[config.mk]
export PLATFORM = sky130hd
export DESIGN_NAME = lane_segment_intercept_classifier_top
export DESIGN_NICKNAME = d
export VERILOG_FILES = /design/src/rtl/core/lsic_pkg.sv /design/src/rtl/core/lsic_div.sv /design/src/rtl/core/lane_segment_intercept_classifier_top.sv
export SDC_FILE = /design/constraint.sdc
export NUM_CORES = 1
export LEC_CHECK = 0
export ABC_AREA = 1
export BUFFER_PORTS_ARGS = -buffer_cell sky130_fd_sc_hd__buf_2
export CAP_MARGIN = 20
export CORE_AREA = 2 2 364 222
export DETAILED_ROUTE_END_ITERATION = 12
export DIE_AREA = 0 0 366 224
export PLACE_DENSITY = 0.48
export SETUP_SLACK_MARGIN = 0.2
export SLEW_MARGIN = 20
export SYNTH_ARGS = -nofsm -noshare
export SYNTH_HDL_FRONTEND = slang
export SYNTH_SLANG_ARGS = --single-unit
[constraint.sdc]
create_clock -name i_clk -period 6.6 [get_ports i_clk]
set_clock_uncertainty 0.05 [all_clocks]
set_input_delay 0.66 -clock i_clk [delete_from_list [all_inputs] [get_ports i_clk]]
set_output_delay 0.66 -clock i_clk [all_outputs]
set_load 0.01 [all_outputs]
[src/rtl/core/lsic_pkg.sv]
// Shared widths, register codes and types for the lane segment intercept classifier.
`timescale 1ns / 1ps
`default_nettype none

package lsic_pkg;

    // Pixel coordinates and the configuration fields.
    localparam int COORD_W = 10;
    localparam int SLOPE_W = 4;

    // Signed endpoint difference, one bit wider than a coordinate.
    localparam int DIFF_W  = COORD_W + 1;

    // Each partial product of the intercept numerator, and their sum, fit in
    // 22 signed bits, so the numerator magnitude takes 21 bits.
    localparam int PROD_W  = 2 * DIFF_W;
    localparam int MAG_W   = PROD_W - 1;

    // Width used to saturate against any result width up to 32 bits.
    localparam int EXT_W   = 33;

    // Configuration register indexes.
    localparam int CFG_IDX_W = 1;
    localparam logic [CFG_IDX_W-1:0] CFG_Y_REFERENCE = 1'b0;
    localparam logic [CFG_IDX_W-1:0] CFG_SLOPE_LIMIT = 1'b1;

    // Reset values of the configuration registers.
    localparam logic [COORD_W-1:0] Y_REFERENCE_RST = 10'd400;
    localparam logic [SLOPE_W-1:0] SLOPE_LIMIT_RST = 4'd5;

    // Status that the divider reports to the sequencer.
    typedef struct packed {
        logic busy;
        logic done;
    } t_div_stat;

endpackage

`default_nettype wire

[src/rtl/core/lsic_div.sv]
// Bit-serial restoring divider for the intercept magnitude, one quotient bit per cycle.
`timescale 1ns / 1ps
`default_nettype none

module lsic_div
    import lsic_pkg::*;
(
    input  wire logic               i_clk,
    input  wire logic               i_rst_n,
    input  wire logic               i_start,
    input  wire logic [MAG_W-1:0]   i_dividend,
    input  wire logic [COORD_W-1:0] i_divisor,
    output t_div_stat               o_stat,
    output logic [MAG_W-1:0]        o_quot
);

    localparam int CNT_W = $clog2(MAG_W);
    localparam logic [CNT_W-1:0] CNT_LAST = CNT_W'(MAG_W - 1);

    logic               r_busy;
    logic               r_done;
    logic [CNT_W-1:0]   r_cnt;
    logic [MAG_W-1:0]   r_q;
    logic [COORD_W-1:0] r_rem;
    logic [COORD_W-1:0] r_div;

    logic [COORD_W:0]   w_rem_sh;
    logic               w_ge;
    logic [COORD_W:0]   w_diff;
    logic [COORD_W-1:0] n_rem;

    // The quotient register doubles as the dividend shifter: dividend bits
    // leave at the top while quotient bits enter at the bottom.
    always_comb begin
        w_rem_sh = {r_rem, r_q[MAG_W-1]};
        w_ge     = (w_rem_sh >= {1'b0, r_div});
        w_diff   = w_rem_sh - {1'b0, r_div};
        n_rem    = w_ge ? w_diff[COORD_W-1:0] : w_rem_sh[COORD_W-1:0];
    end

    always_ff @(posedge i_clk) begin
        if (!i_rst_n) begin
            r_busy <= 1'b0;
            r_done <= 1'b0;
            r_cnt  <= '0;
        end else begin
            r_done <= 1'b0;
            if (i_start) begin
                r_busy <= 1'b1;
                r_cnt  <= '0;
            end else if (r_busy) begin
                r_cnt <= r_cnt + 1'b1;
                if (r_cnt == CNT_LAST) begin
                    r_busy <= 1'b0;
                    r_done <= 1'b1;
                end
            end
        end
    end

    always_ff @(posedge i_clk) begin
        if (i_start) begin
            r_q   <= i_dividend;
            r_rem <= '0;
            r_div <= i_divisor;
        end else if (r_busy) begin
            r_q   <= {r_q[MAG_W-2:0], w_ge};
            r_rem <= n_rem;
        end
    end

    assign o_stat.busy = r_busy;
    assign o_stat.done = r_done;
    assign o_quot      = r_q;

endmodule

`default_nettype wire

[src/rtl/core/lane_segment_intercept_classifier_top.sv]
// Top level of the lane segment intercept classifier: sequencer, tracking and output register.
`timescale 1ns / 1ps
`default_nettype none
// A kept segment word passes, after acceptance, through the setup states S_PREP and S_NUM,
// the divide state S_DIV (21 quotient bits, then the divider's done strobe), S_UPD to track
// and S_EMIT to finish. No new word is taken until the block is back in idle; markers and
// rejected segments skip the divider. The frame result enters the output register at the
// finishing edge; a waiting result stalls only a later last word.
// Reset is synchronous, active low: y_reference 400, slope_limit 5, all tracking cleared.

module lane_segment_intercept_classifier_top
    import lsic_pkg::*;
#(
    parameter int RESULT_BITS = 20
) (
    input  wire logic                   i_clk,
    input  wire logic                   i_rst_n,

    input  wire logic                   i_cfg_we,
    input  wire logic [CFG_IDX_W-1:0]   i_cfg_idx,
    input  wire logic [COORD_W-1:0]     i_cfg_data,

    input  wire logic                   i_valid,
    output logic                        o_ready,
    input  wire logic [COORD_W-1:0]     i_x_start,
    input  wire logic [COORD_W-1:0]     i_y_start,
    input  wire logic [COORD_W-1:0]     i_x_end,
    input  wire logic [COORD_W-1:0]     i_y_end,
    input  wire logic                   i_has_segment,
    input  wire logic                   i_last_of_frame,

    output logic                        o_valid,
    input  wire logic                   i_ready,
    output logic signed [RESULT_BITS-1:0] o_left_min_x,
    output logic signed [RESULT_BITS-1:0] o_left_max_x,
    output logic signed [RESULT_BITS-1:0] o_right_min_x,
    output logic signed [RESULT_BITS-1:0] o_right_max_x,
    output logic                        o_left_found,
    output logic                        o_right_found
);

    // Saturation bounds of the signed result range.
    localparam longint SAT_HI_L = (64'sd1 <<< (RESULT_BITS - 1)) - 64'sd1;
    localparam logic signed [EXT_W-1:0] SAT_HI = EXT_W'(SAT_HI_L);
    localparam logic signed [EXT_W-1:0] SAT_LO = EXT_W'(-SAT_HI_L - 64'sd1);

    // Sequencer states.
    localparam logic [2:0] S_IDLE = 3'd0;
    localparam logic [2:0] S_PREP = 3'd1;
    localparam logic [2:0] S_NUM  = 3'd2;
    localparam logic [2:0] S_DIV  = 3'd3;
    localparam logic [2:0] S_UPD  = 3'd4;
    localparam logic [2:0] S_EMIT = 3'd5;

    logic [2:0] r_state;
    logic [2:0] n_state;

    // Configuration registers.
    logic [COORD_W-1:0] r_y_ref;
    logic [SLOPE_W-1:0] r_slope;

    // Captured input word.
    logic [COORD_W-1:0] r_xs;
    logic [COORD_W-1:0] r_ys;
    logic [COORD_W-1:0] r_xe;
    logic [COORD_W-1:0] r_ye;
    logic               r_has;
    logic               r_last;

    // Setup results.
    logic signed [PROD_W-1:0] r_p0;
    logic signed [PROD_W-1:0] r_p1;
    logic                     r_left;
    logic                     r_dy_neg;
    logic [COORD_W-1:0]       r_ady;
    logic                     r_q_neg;

    // Per-side tracking state.
    logic                          r_left_seen;
    logic                          r_right_seen;
    logic signed [RESULT_BITS-1:0] r_left_lo;
    logic signed [RESULT_BITS-1:0] r_left_hi;
    logic signed [RESULT_BITS-1:0] r_right_lo;
    logic signed [RESULT_BITS-1:0] r_right_hi;

    // Output register.
    logic                          r_out_valid;
    logic signed [RESULT_BITS-1:0] r_out_lmin;
    logic signed [RESULT_BITS-1:0] r_out_lmax;
    logic signed [RESULT_BITS-1:0] r_out_rmin;
    logic signed [RESULT_BITS-1:0] r_out_rmax;
    logic                          r_out_lf;
    logic                          r_out_rf;

    // Combinational helpers.
    logic                     w_accept;
    logic signed [DIFF_W-1:0] w_dx;
    logic signed [DIFF_W-1:0] w_dy;
    logic signed [DIFF_W-1:0] w_dyref;
    logic [COORD_W-1:0]       w_adx;
    logic [COORD_W-1:0]       w_ady;
    logic [COORD_W+SLOPE_W-1:0] w_lim_adx;
    logic                     w_kept;
    logic                     w_go;
    logic signed [PROD_W-1:0] w_num;
    logic [MAG_W-1:0]         w_num_abs;
    logic                     w_div_start;
    t_div_stat                w_div_stat;
    logic [MAG_W-1:0]         w_quot;
    logic signed [PROD_W-1:0] w_val;
    logic signed [EXT_W-1:0]  w_val_ext;
    logic signed [EXT_W-1:0]  w_sat;
    logic signed [RESULT_BITS-1:0] w_x;
    logic                     w_out_free;
    logic                     w_load_out;

    assign w_accept = i_valid && o_ready;
    assign o_ready  = (r_state == S_IDLE);

    // Configuration writes; the index field covers exactly the two registers.
    always_ff @(posedge i_clk) begin
        if (!i_rst_n) begin
            r_y_ref <= Y_REFERENCE_RST;
            r_slope <= SLOPE_LIMIT_RST;
        end else if (i_cfg_we) begin
            case (i_cfg_idx)
                CFG_Y_REFERENCE: r_y_ref <= i_cfg_data;
                CFG_SLOPE_LIMIT: r_slope <= i_cfg_data[SLOPE_W-1:0];
                default: ;
            endcase
        end
    end

    // Slope test and the two partial products of the intercept numerator,
    // x_start*dy + (y_reference - y_start)*dx.
    always_comb begin
        w_dx      = $signed({1'b0, r_xe}) - $signed({1'b0, r_xs});
        w_dy      = $signed({1'b0, r_ye}) - $signed({1'b0, r_ys});
        w_dyref   = $signed({1'b0, r_y_ref}) - $signed({1'b0, r_ys});
        w_adx     = w_dx[DIFF_W-1] ? COORD_W'(-w_dx) : w_dx[COORD_W-1:0];
        w_ady     = w_dy[DIFF_W-1] ? COORD_W'(-w_dy) : w_dy[COORD_W-1:0];
        w_lim_adx = r_slope * w_adx;
        // A slope exactly at the limit is kept only for a rightward segment.
        w_kept    = ({{SLOPE_W{1'b0}}, w_ady} < w_lim_adx) ||
                    (!w_dx[DIFF_W-1] && (w_adx != '0) &&
                     ({{SLOPE_W{1'b0}}, w_ady} == w_lim_adx));
        w_go      = r_has && w_kept && (w_dy != '0);
    end

    // Numerator sum and its magnitude for the divider.
    always_comb begin
        w_num     = r_p0 + r_p1;
        w_num_abs = w_num[PROD_W-1] ? MAG_W'(-w_num) : w_num[MAG_W-1:0];
    end

    assign w_div_start = (r_state == S_NUM);

    lsic_div u_div (
        .i_clk      (i_clk),
        .i_rst_n    (i_rst_n),
        .i_start    (w_div_start),
        .i_dividend (w_num_abs),
        .i_divisor  (r_ady),
        .o_stat     (w_div_stat),
        .o_quot     (w_quot)
    );

    // Signed quotient, truncated toward zero, then saturated to the result range.
    always_comb begin
        w_val     = r_q_neg ? -$signed({1'b0, w_quot}) : $signed({1'b0, w_quot});
        w_val_ext = EXT_W'(w_val);
        if (w_val_ext > SAT_HI) begin
            w_sat = SAT_HI;
        end else if (w_val_ext < SAT_LO) begin
            w_sat = SAT_LO;
        end else begin
            w_sat = w_val_ext;
        end
        w_x = w_sat[RESULT_BITS-1:0];
    end

    assign w_out_free = !r_out_valid || i_ready;
    assign w_load_out = (r_state == S_EMIT) && r_last && w_out_free;

    // Sequencer.
    always_comb begin
        n_state = r_state;
        case (r_state)
            S_IDLE: begin
                if (w_accept) begin
                    n_state = S_PREP;
                end
            end
            S_PREP: begin
                n_state = w_go ? S_NUM : S_EMIT;
            end
            S_NUM: begin
                n_state = S_DIV;
            end
            S_DIV: begin
                if (w_div_stat.done) begin
                    n_state = S_UPD;
                end
            end
            S_UPD: begin
                n_state = S_EMIT;
            end
            S_EMIT: begin
                if (!r_last || w_out_free) begin
                    n_state = S_IDLE;
                end
            end
            default: begin
                n_state = S_IDLE;
            end
        endcase
    end

    always_ff @(posedge i_clk) begin
        if (!i_rst_n) begin
            r_state <= S_IDLE;
        end else begin
            r_state <= n_state;
        end
    end

    // Datapath registers of the word in flight.
    always_ff @(posedge i_clk) begin
        if (w_accept) begin
            r_xs   <= i_x_start;
            r_ys   <= i_y_start;
            r_xe   <= i_x_end;
            r_ye   <= i_y_end;
            r_has  <= i_has_segment;
            r_last <= i_last_of_frame;
        end
        if (r_state == S_PREP) begin
            r_p0     <= w_dyref * w_dx;
            r_p1     <= $signed({1'b0, r_xs}) * w_dy;
            r_left   <= w_dx[DIFF_W-1] ^ w_dy[DIFF_W-1];
            r_dy_neg <= w_dy[DIFF_W-1];
            r_ady    <= w_ady;
        end
        if (r_state == S_NUM) begin
            r_q_neg <= w_num[PROD_W-1] ^ r_dy_neg;
        end
    end

    // Per-side minimum and maximum; the first segment of a side seeds both.
    always_ff @(posedge i_clk) begin
        if (!i_rst_n || w_load_out) begin
            r_left_seen  <= 1'b0;
            r_right_seen <= 1'b0;
            r_left_lo    <= '0;
            r_left_hi    <= '0;
            r_right_lo   <= '0;
            r_right_hi   <= '0;
        end else if (r_state == S_UPD) begin
            if (r_left) begin
                r_left_seen <= 1'b1;
                if (!r_left_seen || (w_x < r_left_lo)) begin
                    r_left_lo <= w_x;
                end
                if (!r_left_seen || (w_x > r_left_hi)) begin
                    r_left_hi <= w_x;
                end
            end else begin
                r_right_seen <= 1'b1;
                if (!r_right_seen || (w_x < r_right_lo)) begin
                    r_right_lo <= w_x;
                end
                if (!r_right_seen || (w_x > r_right_hi)) begin
                    r_right_hi <= w_x;
                end
            end
        end
    end

    // Output register. Sides without a segment still hold zero from the clear.
    always_ff @(posedge i_clk) begin
        if (!i_rst_n) begin
            r_out_valid <= 1'b0;
        end else if (w_load_out) begin
            r_out_valid <= 1'b1;
        end else if (i_ready) begin
            r_out_valid <= 1'b0;
        end
    end

    always_ff @(posedge i_clk) begin
        if (w_load_out) begin
            r_out_lmin <= r_left_lo;
            r_out_lmax <= r_left_hi;
            r_out_rmin <= r_right_lo;
            r_out_rmax <= r_right_hi;
            r_out_lf   <= r_left_seen;
            r_out_rf   <= r_right_seen;
        end
    end

    assign o_valid       = r_out_valid;
    assign o_left_min_x  = r_out_lmin;
    assign o_left_max_x  = r_out_lmax;
    assign o_right_min_x = r_out_rmin;
    assign o_right_max_x = r_out_rmax;
    assign o_left_found  = r_out_lf;
    assign o_right_found = r_out_rf;

    // The divider runs and finishes only while the sequencer waits for it.
    a_div_done_in_div: assert property (@(posedge i_clk) disable iff (!i_rst_n)
        (w_div_stat.busy || w_div_stat.done) |-> (r_state == S_DIV))
        else $error("divider active outside the divide state");

    // Setup starts only after a word was taken.
    a_prep_after_accept: assert property (@(posedge i_clk) disable iff (!i_rst_n)
        (r_state == S_PREP) |-> $past(i_valid && o_ready))
        else $error("setup entered without an accepted word");

    // Emitting a frame result clears both sides.
    a_clear_after_emit: assert property (@(posedge i_clk) disable iff (!i_rst_n)
        w_load_out |=> (!r_left_seen && !r_right_seen && o_valid))
        else $error("tracking not cleared after frame result");

    // Tracked extremes stay ordered.
    a_left_ordered: assert property (@(posedge i_clk) disable iff (!i_rst_n)
        r_left_seen |-> (r_left_lo <= r_left_hi))
        else $error("left minimum above left maximum");

    a_right_ordered: assert property (@(posedge i_clk) disable iff (!i_rst_n)
        r_right_seen |-> (r_right_lo <= r_right_hi))
        else $error("right minimum above right maximum");

endmodule

`default_nettype wire

## Yosys cells after proc, flatten, opt, wreduce, memory -nomap -nowiden

Index checks and enable logic that the tools add are counted.

| word-level totals | value |
|---|---|
| register bits | 329 |
| bits of input ports | 58 |
| output and inout port bits | 84 |
| logic and storage cells | 128 |

| cells by class | value |
|---|---|
| add/sub/neg operators | 10 |
| multipliers | 3 |
| order comparisons | 8 |
| equality and inequality tests | 10 |
| mux-type cells | 20 |
| bitwise logic cells | 6 |
| reduce and logical (&&, ||, !) cells | 37 |

Operators with widths:

| kind | count |
|---|---|
| 21-bit two-way mux | 3 |
| 11-bit by 11-bit multiplier with 22-bit output | 2 |
| 20-bit greater-than comparator | 2 |
| 20-bit less-than comparator | 2 |
| 20-bit two-way mux | 2 |
| 10-bit by 10-bit subtractor with 11-bit output | 3 |
| 10-bit two-way mux | 3 |
| 22-bit adder | 1 |
| 22-bit by 20-bit greater-than comparator with 1-bit output, second input constant | 1 |
| 22-bit by 20-bit less-than comparator with 1-bit output, second input constant | 1 |
| 22-bit two-way mux | 1 |
| 21-bit negation with 22-bit output | 1 |
| 21-bit negation | 1 |
| 10-bit negation | 2 |
| 3-bit one-hot mux with 6 select lines | 1 |
| 3-bit AND reduction | 5 |
| 10-bit by 14-bit equality test with 1-bit output | 1 |
| 10-bit by 14-bit less-than comparator with 1-bit output | 1 |
| 4-bit by 10-bit multiplier with 14-bit output | 1 |
| 3-bit two-way mux | 4 |
| 11-bit by 10-bit >= comparator with 1-bit output | 1 |
| 11-bit nonzero test | 1 |
| 10-bit nonzero test | 1 |
| 10-bit subtractor | 1 |
| other kinds (17) | 52 |

## Logic depth before layout (Yosys ltp)

Gate-level depths: netlist of run 1.

| depth | value |
|---|---|
| depth after elaboration | 11 |
| depth in mapped cells | 37 |

## Hierarchy

Synthesis of run 1 repeated with hierarchy kept, for this count alone.

| second synthesis, totals | value |
|---|---|
| cell total of the unflattened synthesis | 3,198 |
| area total of the unflattened synthesis | 27,351.2 um2 |

By module, submodules not included:

| module | instances | cells each | area an instance (um2) |
|---|---|---|---|
| lane_segment_intercept_classifier_top | 1 | 2,879 | 24,746.2 |
| lsic_div | 1 | 319 | 2,605.0 |

## Worst setup path after synthesis of run 1

No wires, ideal clock.

| timing | value |
|---|---|
| kind | reg-to-reg |
| from | reg r_y_ref[0] |
| to | reg r_p0[21], data pin |
| arrival | 6.235 ns |
| required time | 6.288 ns |
| slack | 0.052 ns |
| stages on the path, launching flop included | 33 |
| path buffers | 0 |
| cell sequence | dfxtp_1 inv_1 ha_1 inv_1 fa_1 nand3_1 nand2_1 nand2_1 nand2_1 a21oi_1 or2_2 nand2_1 a21oi_1 or2_2 nand2_1 a21oi_1 nand2_1 fa_1 fa_1 inv_1 fa_1 fa_1 fa_1 ha_1 a21oi_1 inv_1 a21oi_1 o21ai_0 a21oi_1 o21ai_0 a21oi_1 o21bai_1 xor2_1 |

| on the way | value |
|---|---|
| word-level cells in the longest chain between the ends | 2 |

Ends and longest elaborated chain:

| element | line | text |
|---|---|---|
| start, declared | lane_segment_intercept_classifier_top.sv:59 | `logic [COORD_W-1:0] r_y_ref;` |
| start signal, assigned | lane_segment_intercept_classifier_top.sv:127 | `CFG_Y_REFERENCE: r_y_ref <= i_cfg_data;` |
| 10-bit by 10-bit subtractor with 11-bit output | lane_segment_intercept_classifier_top.sv:139 | `w_dyref = $signed({1'b0, r_y_ref}) - $signed({1'b0, r_ys});` |
| 11-bit by 11-bit multiplier with 22-bit output | lane_segment_intercept_classifier_top.sv:238 | `r_p0 <= w_dyref * w_dx;` |
| end signal, assigned | lane_segment_intercept_classifier_top.sv:238 |  |
| end, declared | lane_segment_intercept_classifier_top.sv:71 | `logic signed [PROD_W-1:0] r_p0;` |

Every way passes these cells.
A chain may end at the register's enable or synchronous reset.

## Final worst setup path of run 1

| timing | value |
|---|---|
| from | reg r_ys[0] |
| to | reg r_p0[21], data pin |

| on the way | value |
|---|---|
| word-level cells in the longest chain between the ends | 2 |

Ends and longest elaborated chain:

| element | line | text |
|---|---|---|
| start, declared | lane_segment_intercept_classifier_top.sv:64 | `logic [COORD_W-1:0] r_ys;` |
| start signal, assigned | lane_segment_intercept_classifier_top.sv:231 | `r_ys <= i_y_start;` |
| 10-bit by 10-bit subtractor with 11-bit output | lane_segment_intercept_classifier_top.sv:139 |  |
| 11-bit by 11-bit multiplier with 22-bit output | lane_segment_intercept_classifier_top.sv:238 |  |

Every way passes these cells.

==> results.txt, run 1 <==
- Result of the run: complete, no violations
- Dividing the detail-routed via count by the number of cells gives 4.724.
- The critical path is of the flop to flop type.
- Setup repair after global routing missed its margin: yes
- Clock tree synthesis selected as its root buffer the cell sky130_fd_sc_hd__clkbuf_16.
- Area of the die: around 82,000 sq um
- In the layout the commonest cells are sky130_fd_sc_hd__inv_1 (542), sky130_fd_sc_hd__nand2_1 (498), sky130_fd_sc_hd__nor2_1 (336), sky130_fd_sc_hd__ha_1 (258), sky130_fd_sc_hd__buf_4 (236).
- Worst min-delay path category: input port to flop
* Standard-cell rows: 80
- Ys async rst share: 0%
- Final net count: roughly 4,100
* Hold Fails Final Rpt: 0
- Tightest Pin Transition: around 0.99 ns
- In the final routed layout, each cell accounts on average for about 18 um.
* Mapped Area: between 20,000 and 30,000 sq um
- Clock tree from TritonCTS: built
* Final Critical Period: between 6 and 7 ns
* Number of antenna violations at the first check in global routing: 1
- Data required, critical path: about 7 ns
* Post-route fraction of the period consumed by the critical path: 99.52%
* Most frequent standard cell in the layout excluding fill and tap cells: sky130_fd_sc_hd__inv_1
- Max clock buf depth: 3
- Max-slew violation count: 0
- DIE WIDTH: 366 um
- The number of hold buffers added after CTS was 0.
* Critical path data arrival time: about 7 ns
- Number of enable-type register cells in the synthesized netlist: about 210
- Critical path endpoint category: flop
- For this configuration, the core starts out at a cell density of a little over a third.
* Number of global-route vias before repair: roughly 21,000
* Drt initial violations: 1,738
- Final Routed Wirelength: approximately 83 mm
- The detailed router placed roughly 22,000 vias in this run.
- The number of nets in the synthesized netlist is roughly 3,700.
* Post-synthesis sequential element count: between 300 and 400
- The floorplan step set the die height to ~220 um.
- The clock reaches the later pin of the worst-skew pair after around 0.59 ns.
- The core region is just under 80,000 sq um.
- Main flop type after synthesis: sky130_fd_sc_hd__edfxtp_1
- In this run, distinct cell masters in the synthesized netlist total between 50 and 60.
* Global-route wire length before repair: 127.4 mm
- Startpoint class of the critical path: flop
- Global routing used 20.19% of the available tracks.
- After clock tree synthesis, the clock-pin slew on the worst setup and hold paths is ~0.070 ns.
- Timing would allow up to 152.3 MHz.
* Antenna violation net count after detailed routing: 0
- Final Wtd Congestion: about 0.93
- Along the worst path, the maximum fanout reaches 4.
- The H-tree was split into 2 levels.
- I/O pin total: about 140
* Post-synthesis sequential area ratio: between 30% and 40%
* Worst path slowest cell: sky130_fd_sc_hd__fa_1
- Share of final-layout standard cells stronger than drive strength 1: slightly above 20%
- Setup slack on the worst reg-to-reg path comes out at ~0.032 ns.
- After synthesis, the mean cell area works out to roughly 8.6 sq um.
- Final setup violation count: 0
* Diode count: 0
- Buffers added on ports: 141
- Final core utilization: ~42%
* Max-cap viol count: 0
- Entering global routing, the biggest net connects ~60 pins.
* Clock Sink Count: 329
- Synth-to-Final Area Change: 22.40%
- Overflow left after global routing: 0
- After legalization and detailed placement, the total HPWL measured between 60 and 70 mm.
- Num CTS Buffers: 38
* Fill cells: 7,921
- Pre-antenna DRT Iters: 5
* Remaining max-slew budget at the tightest pin: 33.63%
* Yosys warning total: 0
* Largest incremental delay on the critical path: approximately 0.58 ns
- Gate Count Post-Synth: 3,163
- Post-detailed-route DRC marker count: 0
- Cell mode on critical path: sky130_fd_sc_hd__fa_1
==> timing repair <==
| action | in CTS | in global routing |
|---|---|---|
| setup buffers | 17 | 30 |
| resized for setup | 88 | 168 |
| pin swaps | 83 | 98 |
| setup endpoints to repair | 16 | 18 |
| gates cloned | 0 | 1 |
==> area by class of cell <==
cell class	count	area, sq um	share of cell area, %
Multi-Input combinational cell	2169	17100	51.16
Inverter	595	2250	6.729
Clock inverter	23	245.2	0.7335
Sequential cell	329	8708	26.05
Tap cell	1066	1334	3.989
Timing Repair Buffer	400	2756	8.244
Clock buffer	47	1036	3.099
==> stage by stage <==
stage	TNS [ns]	std cells	hold WS (ns)	setup WS, ns	area (sq um)
after CTS	0	4598	0.1641	0.02014	32450
after global routing	-1.574	4629	0.1763	-0.3312	33430
after global placement	-1.232	4511	0.3544	-0.2883	30650
after detailed placement	-1.571	4511	0.3627	-0.3713	30650
final	0	4629	0.1935	0.03194	33430
after floorplan	0	3163	0.3503	0.1986	27330
==> routing by layer <==
layer / global-route usage (%) / wire length [um] / vias up
met1: 34.54 / 46790 / 10396
met4: 2.788 / 789 / 2
li1: - / - / 10886
met5: 0 / 11 / -
met3: 5.577 / 6798 / 47
met2: 24.07 / 28440 / 538
==> critical path: cells and delay by family (launching register included) <==
kind            cells  cell delay [ns]
fa+ha+maj           8             3.22
buf+inv             9             0.93
simple gates       10             0.87
compound gates      6             0.83
flops               1             0.35
xor+xnor            1             0.08
==> Yosys cell counts, drive strengths merged (32+ instances only) <==
master,n,area [sq um]
inv,584,2192
nand2,550,2112
nor2,359,1375
ha,291,3641
a21oi,213,1115
edfxtp,212,6366
fa,210,4204
nand3,130,685.7
o21ai,130,658.1
dfxtp,117,2342
xor2,89,802.0
clkbuf,44,166.4
xnor2,32,287.8
==> logic make-up after synthesis <==
logic type	count (synthesis)	synth area share, %
AOI/OAI and AO/OA	413	8.433
xor gates and xnor gates	121	3.990
adders and majority gates	501	28.72
buffers and inverters	665	9.473
DFF	329	31.88
and+or+nand+nor	1134	17.50
==> worst paths after layout <==
| kind | from | to | cells past startpoint |
|---|---|---|---|
| hold reg to reg | r_ady[0] | u_div.r_div[0] | 0 |
| setup reg to reg | r_ys[0] | r_p0[21] | 34 |
| setup / recovery | r_ys[0] | r_p0[21] | 34 |
| hold / removal | i_y_start[7] | r_ys[7] | 1 |
Power of run 1 is left out: the tool's default activity adds up to more than one toggle a clock period on the data nets, which glitch-free logic cannot reach.
==> run 2, diff against run 1 <==
--- a/config.mk
+++ b/config.mk
@@ -12,6 +12,7 @@
 export DETAILED_ROUTE_END_ITERATION = 12
 export DIE_AREA = 0 0 366 224
 export PLACE_DENSITY = 0.48
+export REMOVE_ABC_BUFFERS = 1
 export SETUP_SLACK_MARGIN = 0.2
 export SLEW_MARGIN = 20
 export SYNTH_ARGS = -nofsm -noshare
==> results.txt, run 2 (same netlist as run 1, synthesis figures left out) <==
* Most frequent standard cell in the layout excluding fill and tap cells: sky130_fd_sc_hd__inv_1
- Worst path slowest cell: sky130_fd_sc_hd__fa_1
* Hold Path End: r_ys[7]
* Reg2reg start: r_ys[0]
- The final layout contains 4,116 nets.
- Setup violations remaining at the end of the flow were counted as 0.
* Post-detailed-route DRC marker count: 0
- Largest incremental delay on the critical path: between 0.5 and 0.6 ns
- STA classifies the critical path endpoint as a flop.
- Summed over all nets, the half-perimeter wirelength after detailed placement is between 60 and 70 mm.
* Fill cells: about 8,000
- Data required, critical path: just under 7 ns
- For this run, the top clock speed supported by timing is 152.0 MHz.
- The worst path uses 99.69% of the clock period.
- The worst register-to-register path ends at r_p0[21].
- Result of the run: complete, no violations
- Setup WS pre-CTS: -0.4522 ns
- The final route contains about 22,000 vias.
- Count of H-tree levels built during CTS: 2
- In this run the horizontal extent of the chip is 366 um.
- The repair_antennas step left the layout with diodes totalling 0.
- Clock-pin slew of the registers on the worst-case setup and hold paths: around 0.070 ns
* Global-route wire length before repair: around 130 mm
- Placeable Area: around 79,000 sq um
- In this run the deepest clock path goes through 3 buffers.
- Path type of the worst setup path: flop to flop
* Logic depth of the worst register-to-register path: 32
- Hold-critical path depth: 1
- Max-cap violations in this run came to 0.
- Clock tree synthesis inserted a total of 37 buffers.
- roughly 140 I/O pins were placed.
- Final Routed Wirelength: 81.72 mm
* Gr usage total: about a fifth
- Max-slew violation count: 0
- Pre-antenna DRT Iters: 5
- Wire length per cell: between 15 and 20 um
- Largest net degree at the start of global routing: 60
- Worst min-delay path category: input port to flop
- Buffers added on ports: around 140
- Clock Sink Count: between 300 and 400
- Standard-cell rows: 80
* Worst Min Path Start: i_y_start[7]
- Remaining max-slew budget at the tightest pin: about two fifths
- Final Wtd Congestion: 0.9251
- Synth-to-Final Area Change: 22.14%
- STA classifies the critical path startpoint as a flop.
* Final Critical Period: ~6.6 ns
- Sequential Area: between 8000 and 9000 sq um
- Counting stages on the worst path, the most repeated cell is sky130_fd_sc_hd__fa_1.
- The tree is rooted in a sky130_fd_sc_hd__clkbuf_16.
* Internal reg-to-reg setup slack: just over 0.02 ns
- Overflow left after global routing: 0
* Number of global-route vias before repair: between 20,000 and 25,000
* Area of the die: ~82,000 sq um
- Worst Slack Setup Final: slightly above 0.02 ns
- Tightest Pin Transition: about 0.91 ns
- In the final layout, the multi-input gates occupy ~17,000 sq um.
- For this configuration, the core starts out at a cell density of about a third.
- In this run the worst path has a maximum fanout of 5.
- Die span in y: between 200 and 250 um
- Of the cells placed in the final design, the portion with a size suffix greater than 1 is between 20% and 30%.
- The initial antenna violation count was 2.
- Data arrives at the worst endpoint at 6.84 ns.
- Clock tree from TritonCTS: built
* Clk_lat worst skew: about 0.60 ns
- For this block, the initial DRC count from the detailed router was 1,824.
- The top cell types in the final layout, fill and taps aside, are sky130_fd_sc_hd__inv_1 (544), sky130_fd_sc_hd__nand2_1 (499), sky130_fd_sc_hd__nor2_1 (335), sky130_fd_sc_hd__ha_1 (265), sky130_fd_sc_hd__buf_4 (263).
- Setup repair after global routing missed its margin: yes
- Routed vias/inst: 4.700
* Antenna violation net count after detailed routing: 0
- Hold Fails Final Rpt: 0
==> run 2: changes by cell type in the layout (fill, tap and decap cells not counted), moves of 3 or more <==
cell and change:
sky130_fd_sc_hd__clkbuf_1 +4, sky130_fd_sc_hd__ha_4 -9, sky130_fd_sc_hd__buf_4 +27, sky130_fd_sc_hd__ha_1 +7, sky130_fd_sc_hd__inv_6 +3, sky130_fd_sc_hd__xor2_4 -3, sky130_fd_sc_hd__clkinv_2 -6
==> run 2: how the worst max path moves through the flow <==
stage | depth (start not counted) | from | end
after floorplan | 26 | r_xs[5] | r_p0[21]
after global placement | 33 | r_y_ref[0] | r_p0[21]
after detailed placement | 32 | r_ys[0] | r_p0[21]
after CTS | 32 | r_ys[0] | r_p0[21]
after global routing | 36 | r_ys[0] | r_p0[21]
final | 32 | r_ys[0] | r_p0[21]
==> run 2: critical path: cells and delay by family (launching register included) <==
family | cells | cell delay [ns]
compound gates | 8 | 1.02
xor+xnor | 1 | 0.15
fa+ha+maj | 8 | 3.33
buf+inv | 6 | 0.54
flops | 1 | 0.36
simple gates | 9 | 0.84
==> run 2: routing by layer <==
layer  track usage [%]  wire length [um]
met5                 0                 0
met4             2.894               907
met3             4.841              6956
met2             23.86             27400
met1             34.57             46460
==> run 2: per-stage QoR <==
stage               setup TNS (ns)  area [sq um]  cells  hold slack (ns)  utilization [%]
finish                           0         33360   4652           0.1915            42.40
global route                -1.560         33360   4652           0.1710            42.40
detailed placement          -1.604         30850   4536           0.3552            39.21
floorplan                 -0.01403         26960   3093           0.3503                -
global placement            -1.344         30850   4536           0.3516            39.21
CTS                              0         32710   4628           0.1650            41.57
==> run 2: layout make-up <==
class	count	area share, %
flip-flops and latches	329	26.10
repair buffers	425	8.832
clock inverters	20	0.7838
well taps	1066	3.998
clock buffers	48	2.959
inverters	595	6.736
multi-input cells	2169	50.59
==> run 2: timing repair <==
| item | in CTS | in global routing |
|---|---|---|
| gates cloned | 0 | 0 |
| setup buffers | 24 | 24 |
| resized for setup | 106 | 130 |
| hold buffers | 0 | 0 |
| setup endpoints to repair | 16 | 20 |
| endpoints found under the hold margin | 0 | 0 |
| pin swaps | 79 | 85 |
Power of run 2 is left out for the same reason.
==> run 3, diff against run 2 <==
--- a/config.mk
+++ b/config.mk
@@ -5,12 +5,11 @@
 export SDC_FILE = /design/constraint.sdc
 export NUM_CORES = 1
 export LEC_CHECK = 0
-export ABC_AREA = 1
 export BUFFER_PORTS_ARGS = -buffer_cell sky130_fd_sc_hd__buf_2
 export CAP_MARGIN = 20
-export CORE_AREA = 2 2 364 222
+export CORE_AREA = 2 2 363 221
 export DETAILED_ROUTE_END_ITERATION = 12
-export DIE_AREA = 0 0 366 224
+export DIE_AREA = 0 0 365 223
 export PLACE_DENSITY = 0.48
 export REMOVE_ABC_BUFFERS = 1
 export SETUP_SLACK_MARGIN = 0.2
==> results.txt, run 3 <==
- The run finished, with violations left.
* Violated checks: negative setup slack
* Sequential Area: about 8700 sq um
- In this run the top signal layer used is met4.
* Final net count: 3,843
- The number of global-route vias before repair is roughly 22,000.
- Dominant cell by count in the synthesized netlist: sky130_fd_sc_hd__inv_1
- Final Wtd Congestion: ~0.95
* Main area contributors after synthesis: sky130_fd_sc_hd__edfxtp_1 (24%), sky130_fd_sc_hd__fa_1 (16%), sky130_fd_sc_hd__ha_1 (13%)
- Share of final-layout standard cells stronger than drive strength 1: approximately a quarter
- Finished Layout Cells: 4,379
- Met3 WL post-DR: around 5.7 mm
- In this run the tightest slew margin relative to its limit is between 30% and 40%.
* Max Clock Freq: around 150 MHz
- I/O pin total: about 140
- Pre-antenna DRT Iters: 5
- Setup violations remaining at the end of the flow were counted as 8.
- TritonCTS built the clock tree.
- Unique cell type count in the Yosys netlist: 90
- Summed over its instances, the top area cell type makes up between 20% and 30% of the synthesized netlist area.
* Worst Slack Setup Final: -0.1724 ns
- Detailed routing inserted a total of between 20,000 and 25,000 vias.
* Path type of the worst setup path: flop to flop
- In the detailed route, the total length drawn on met2 is roughly 31 mm.
- Fill cells: roughly 7,600
- Tightest Pin Transition: 1.029 ns
- Worst min-delay path category: input port to flop
- After detailed routing, the number of remaining DRC violations is 0.
- Routed vias/inst: approximately 5
* Clock-pin slew of the registers on the worst-case setup and hold paths: about 0.060 ns
* Leading post-synthesis cells by instance count: sky130_fd_sc_hd__inv_1 (412), sky130_fd_sc_hd__ha_1 (291), sky130_fd_sc_hd__nand2_1 (286)
- Library cell occupying the most area in the post-synthesis netlist: sky130_fd_sc_hd__edfxtp_1
- STA classifies the critical path endpoint as a flop.
* Wire length on met1: 42.55 mm
- The region available for standard cell placement spans a little under 80,000 sq um.
* Most frequent standard cell in the layout excluding fill and tap cells: sky130_fd_sc_hd__inv_1
* Post-synthesis sequential area ratio: between 30% and 40%
* Die span in y: roughly 220 um
- Internal reg-to-reg setup slack: -0.17 ns
* Final Routed Wirelength: 80.46 mm
* Total non-filler cell area in the finished layout: between 30,000 and 40,000 sq um
* Max clock buf depth: 3
- The initial utilization of the core area, before any placement, comes to 34.50%.
- The initial antenna violation count is 3.
- Drt initial violations: between 1,500 and 2,000
- Wire length per cell: about 18 um
- Synth Area per Inst: roughly 9.7 sq um
- The most used flip-flop cell after synthesis is sky130_fd_sc_hd__edfxtp_1.
* Area of the die: slightly above 80,000 sq um
* # placed instances: between 4,000 and 5,000
- Counting the buffers created by CTS gives 37.
- Setup repair after global routing could not meet its margin everywhere.
* Synth-to-Final Area Change: 27.46%
* Root Buffer: sky130_fd_sc_hd__clkbuf_16
* Placed inst area: approximately 31,000 sq um
- Global routing finished with a remaining overflow of 0.
- The Yosys step of the flow raised 0 warnings.
* Critical path data arrival time: between 7 and 8 ns
* Mapped Area: about 27,000 sq um
* Clock Sink Count: around 330
- Area used by multi-input combinational logic: around 18,000 sq um
- The floorplan has 80 rows.
- For this run, the total global-route usage over all layers was measured as roughly a fifth.
* Startpoint class of the critical path: flop
* Buffers added on ports: 141
* Antenna violation net count after detailed routing: 0
* Post-synthesis sequential element count: 329
- Entering global routing, the biggest net connects a little over 80 pins.
* Final Critical Period: 6.772 ns
- Post-route fraction of the period consumed by the critical path: 102.6%
- Commonest cells after routing, fill and taps aside: sky130_fd_sc_hd__inv_1 (382), sky130_fd_sc_hd__buf_4 (339), sky130_fd_sc_hd__nand2_1 (270), sky130_fd_sc_hd__ha_1 (255), sky130_fd_sc_hd__edfxtp_1 (212)
- The count of endpoints failing hold in the final timing report is 0.
- After synthesis, the share of flip-flops with an asynchronous set or reset is 0%.
- DIE WIDTH: around 370 um
* Global-route wire length before repair: 125.9 mm
- Across the run, the number of max-cap violations was 0.
- Final HPWL DP: ~65 mm
* Max-slew violation count: 0
- Data on the critical path is required at its endpoint by a little under 7 ns.
- Diode count: 0
- The cell count after synthesis came out at 2,801.
- The clock tree synthesis step divided the H-tree into 2 levels.
- Counting flops with a built-in enable in the synthesized netlist gives 212.
- Along the worst path, the maximum fanout reaches 5.
- The clock reaches the later pin of the worst-skew pair after 0.58 ns.
run 3: changes by cell type after synthesis, moves of 31 or more:
cell	change
sky130_fd_sc_hd__nand3_1	-31
sky130_fd_sc_hd__inv_1	-163
sky130_fd_sc_hd__and2_1	+56
sky130_fd_sc_hd__xor2_1	-36
sky130_fd_sc_hd__mux2i_1	+36
sky130_fd_sc_hd__a21o_1	+43
sky130_fd_sc_hd__a21oi_1	-125
sky130_fd_sc_hd__xnor2_1	+64
sky130_fd_sc_hd__nor2b_1	+37
sky130_fd_sc_hd__nand2_1	-247
sky130_fd_sc_hd__nor2_1	-163
run 3: final timing paths:
path / startpoint / cells past startpoint / endpoint
worst max-delay path: r_ys[0] / 27 / r_p1[20]
worst max register to register: r_ys[0] / 27 / r_p1[20]
worst min-delay path: i_x_start[6] / 1 / r_xs[6]
worst min register to register: r_ady[6] / 0 / u_div.r_div[6]
run 3: cell families after synthesis:
kind of cell | count (synthesis) | share of synthesized area, %
DFF | 329 | 32.16
adders and majority gates | 501 | 28.97
and+or+nand+nor | 833 | 14.68
buffers and inverters | 502 | 7.015
muxes | 39 | 1.456
AOI/OAI and AO/OA | 451 | 10.97
xor gates and xnor gates | 146 | 4.750
run 3: area by class of cell:
cell class	instances	share of cell area, %
Clock buffer	44	2.788
Multi-Input combinational cell	1970	51.54
Sequential cell	329	25.23
Timing Repair Buffer	533	11.25
Inverter	413	4.492
Clock inverter	24	0.8338
Tap cell	1066	3.865
run 3: critical path: stages (launching register included):
cell and delay [ns]:
sky130_fd_sc_hd__edfxtp_1 0.42, sky130_fd_sc_hd__ha_4 0.17, sky130_fd_sc_hd__inv_2 0.04, sky130_fd_sc_hd__fa_2 0.35
sky130_fd_sc_hd__a21o_1 0.20, sky130_fd_sc_hd__a21oi_2 0.16, sky130_fd_sc_hd__o211ai_1 0.13, sky130_fd_sc_hd__a21o_1 0.19
sky130_fd_sc_hd__a21oi_2 0.17, sky130_fd_sc_hd__nor2_2 0.06, sky130_fd_sc_hd__a211oi_2 0.29, sky130_fd_sc_hd__buf_4 0.21
sky130_fd_sc_hd__nand2_2 0.06, sky130_fd_sc_hd__fa_1 0.49, sky130_fd_sc_hd__inv_2 0.04, sky130_fd_sc_hd__fa_1 0.53
sky130_fd_sc_hd__fa_1 0.44, sky130_fd_sc_hd__fa_1 0.54, sky130_fd_sc_hd__fa_1 0.46, sky130_fd_sc_hd__ha_4 0.30
sky130_fd_sc_hd__and3_4 0.18, sky130_fd_sc_hd__a21oi_4 0.04, sky130_fd_sc_hd__buf_6 0.11, sky130_fd_sc_hd__buf_6 0.10
sky130_fd_sc_hd__o211ai_1 0.09, sky130_fd_sc_hd__nand2_1 0.13, sky130_fd_sc_hd__o2111a_1 0.26, sky130_fd_sc_hd__a311o_1 0.28
run 3: through the flow:
stage	setup WS, ns	TNS (ns)	util (%)	hold slack, ns
3_3_place_gp	-0.5988	-6.036	39.76	0.3544
5_1_grt	-0.3887	-3.804	43.98	0.1778
2_1_floorplan	-1.755	-107.52	-	0.3503
4_1_cts	-0.09302	-0.2857	43.27	0.1668
6_report	-0.1724	-0.5624	43.98	0.2038
3_5_place_dp	-0.8130	-8.025	39.76	0.3565
run 3: routing by layer:
layer	global-route usage, %	up-vias
met4	4.208	0
met3	4.510	74
met1	32.29	10673
met5	0	-
li1	-	10454
met2	26.78	491
run 3: repair_timing:
item / 4_1_cts / 5_1_grt
setup endpoints to repair: 26 / 25
setup buffers: 56 / 21
endpoints found under the hold margin: 0 / 0
gates resized for setup: 248 / 88
pin swaps: 189 / 90
hold buffers: 0 / 0
Power of run 3 is left out for the same reason.
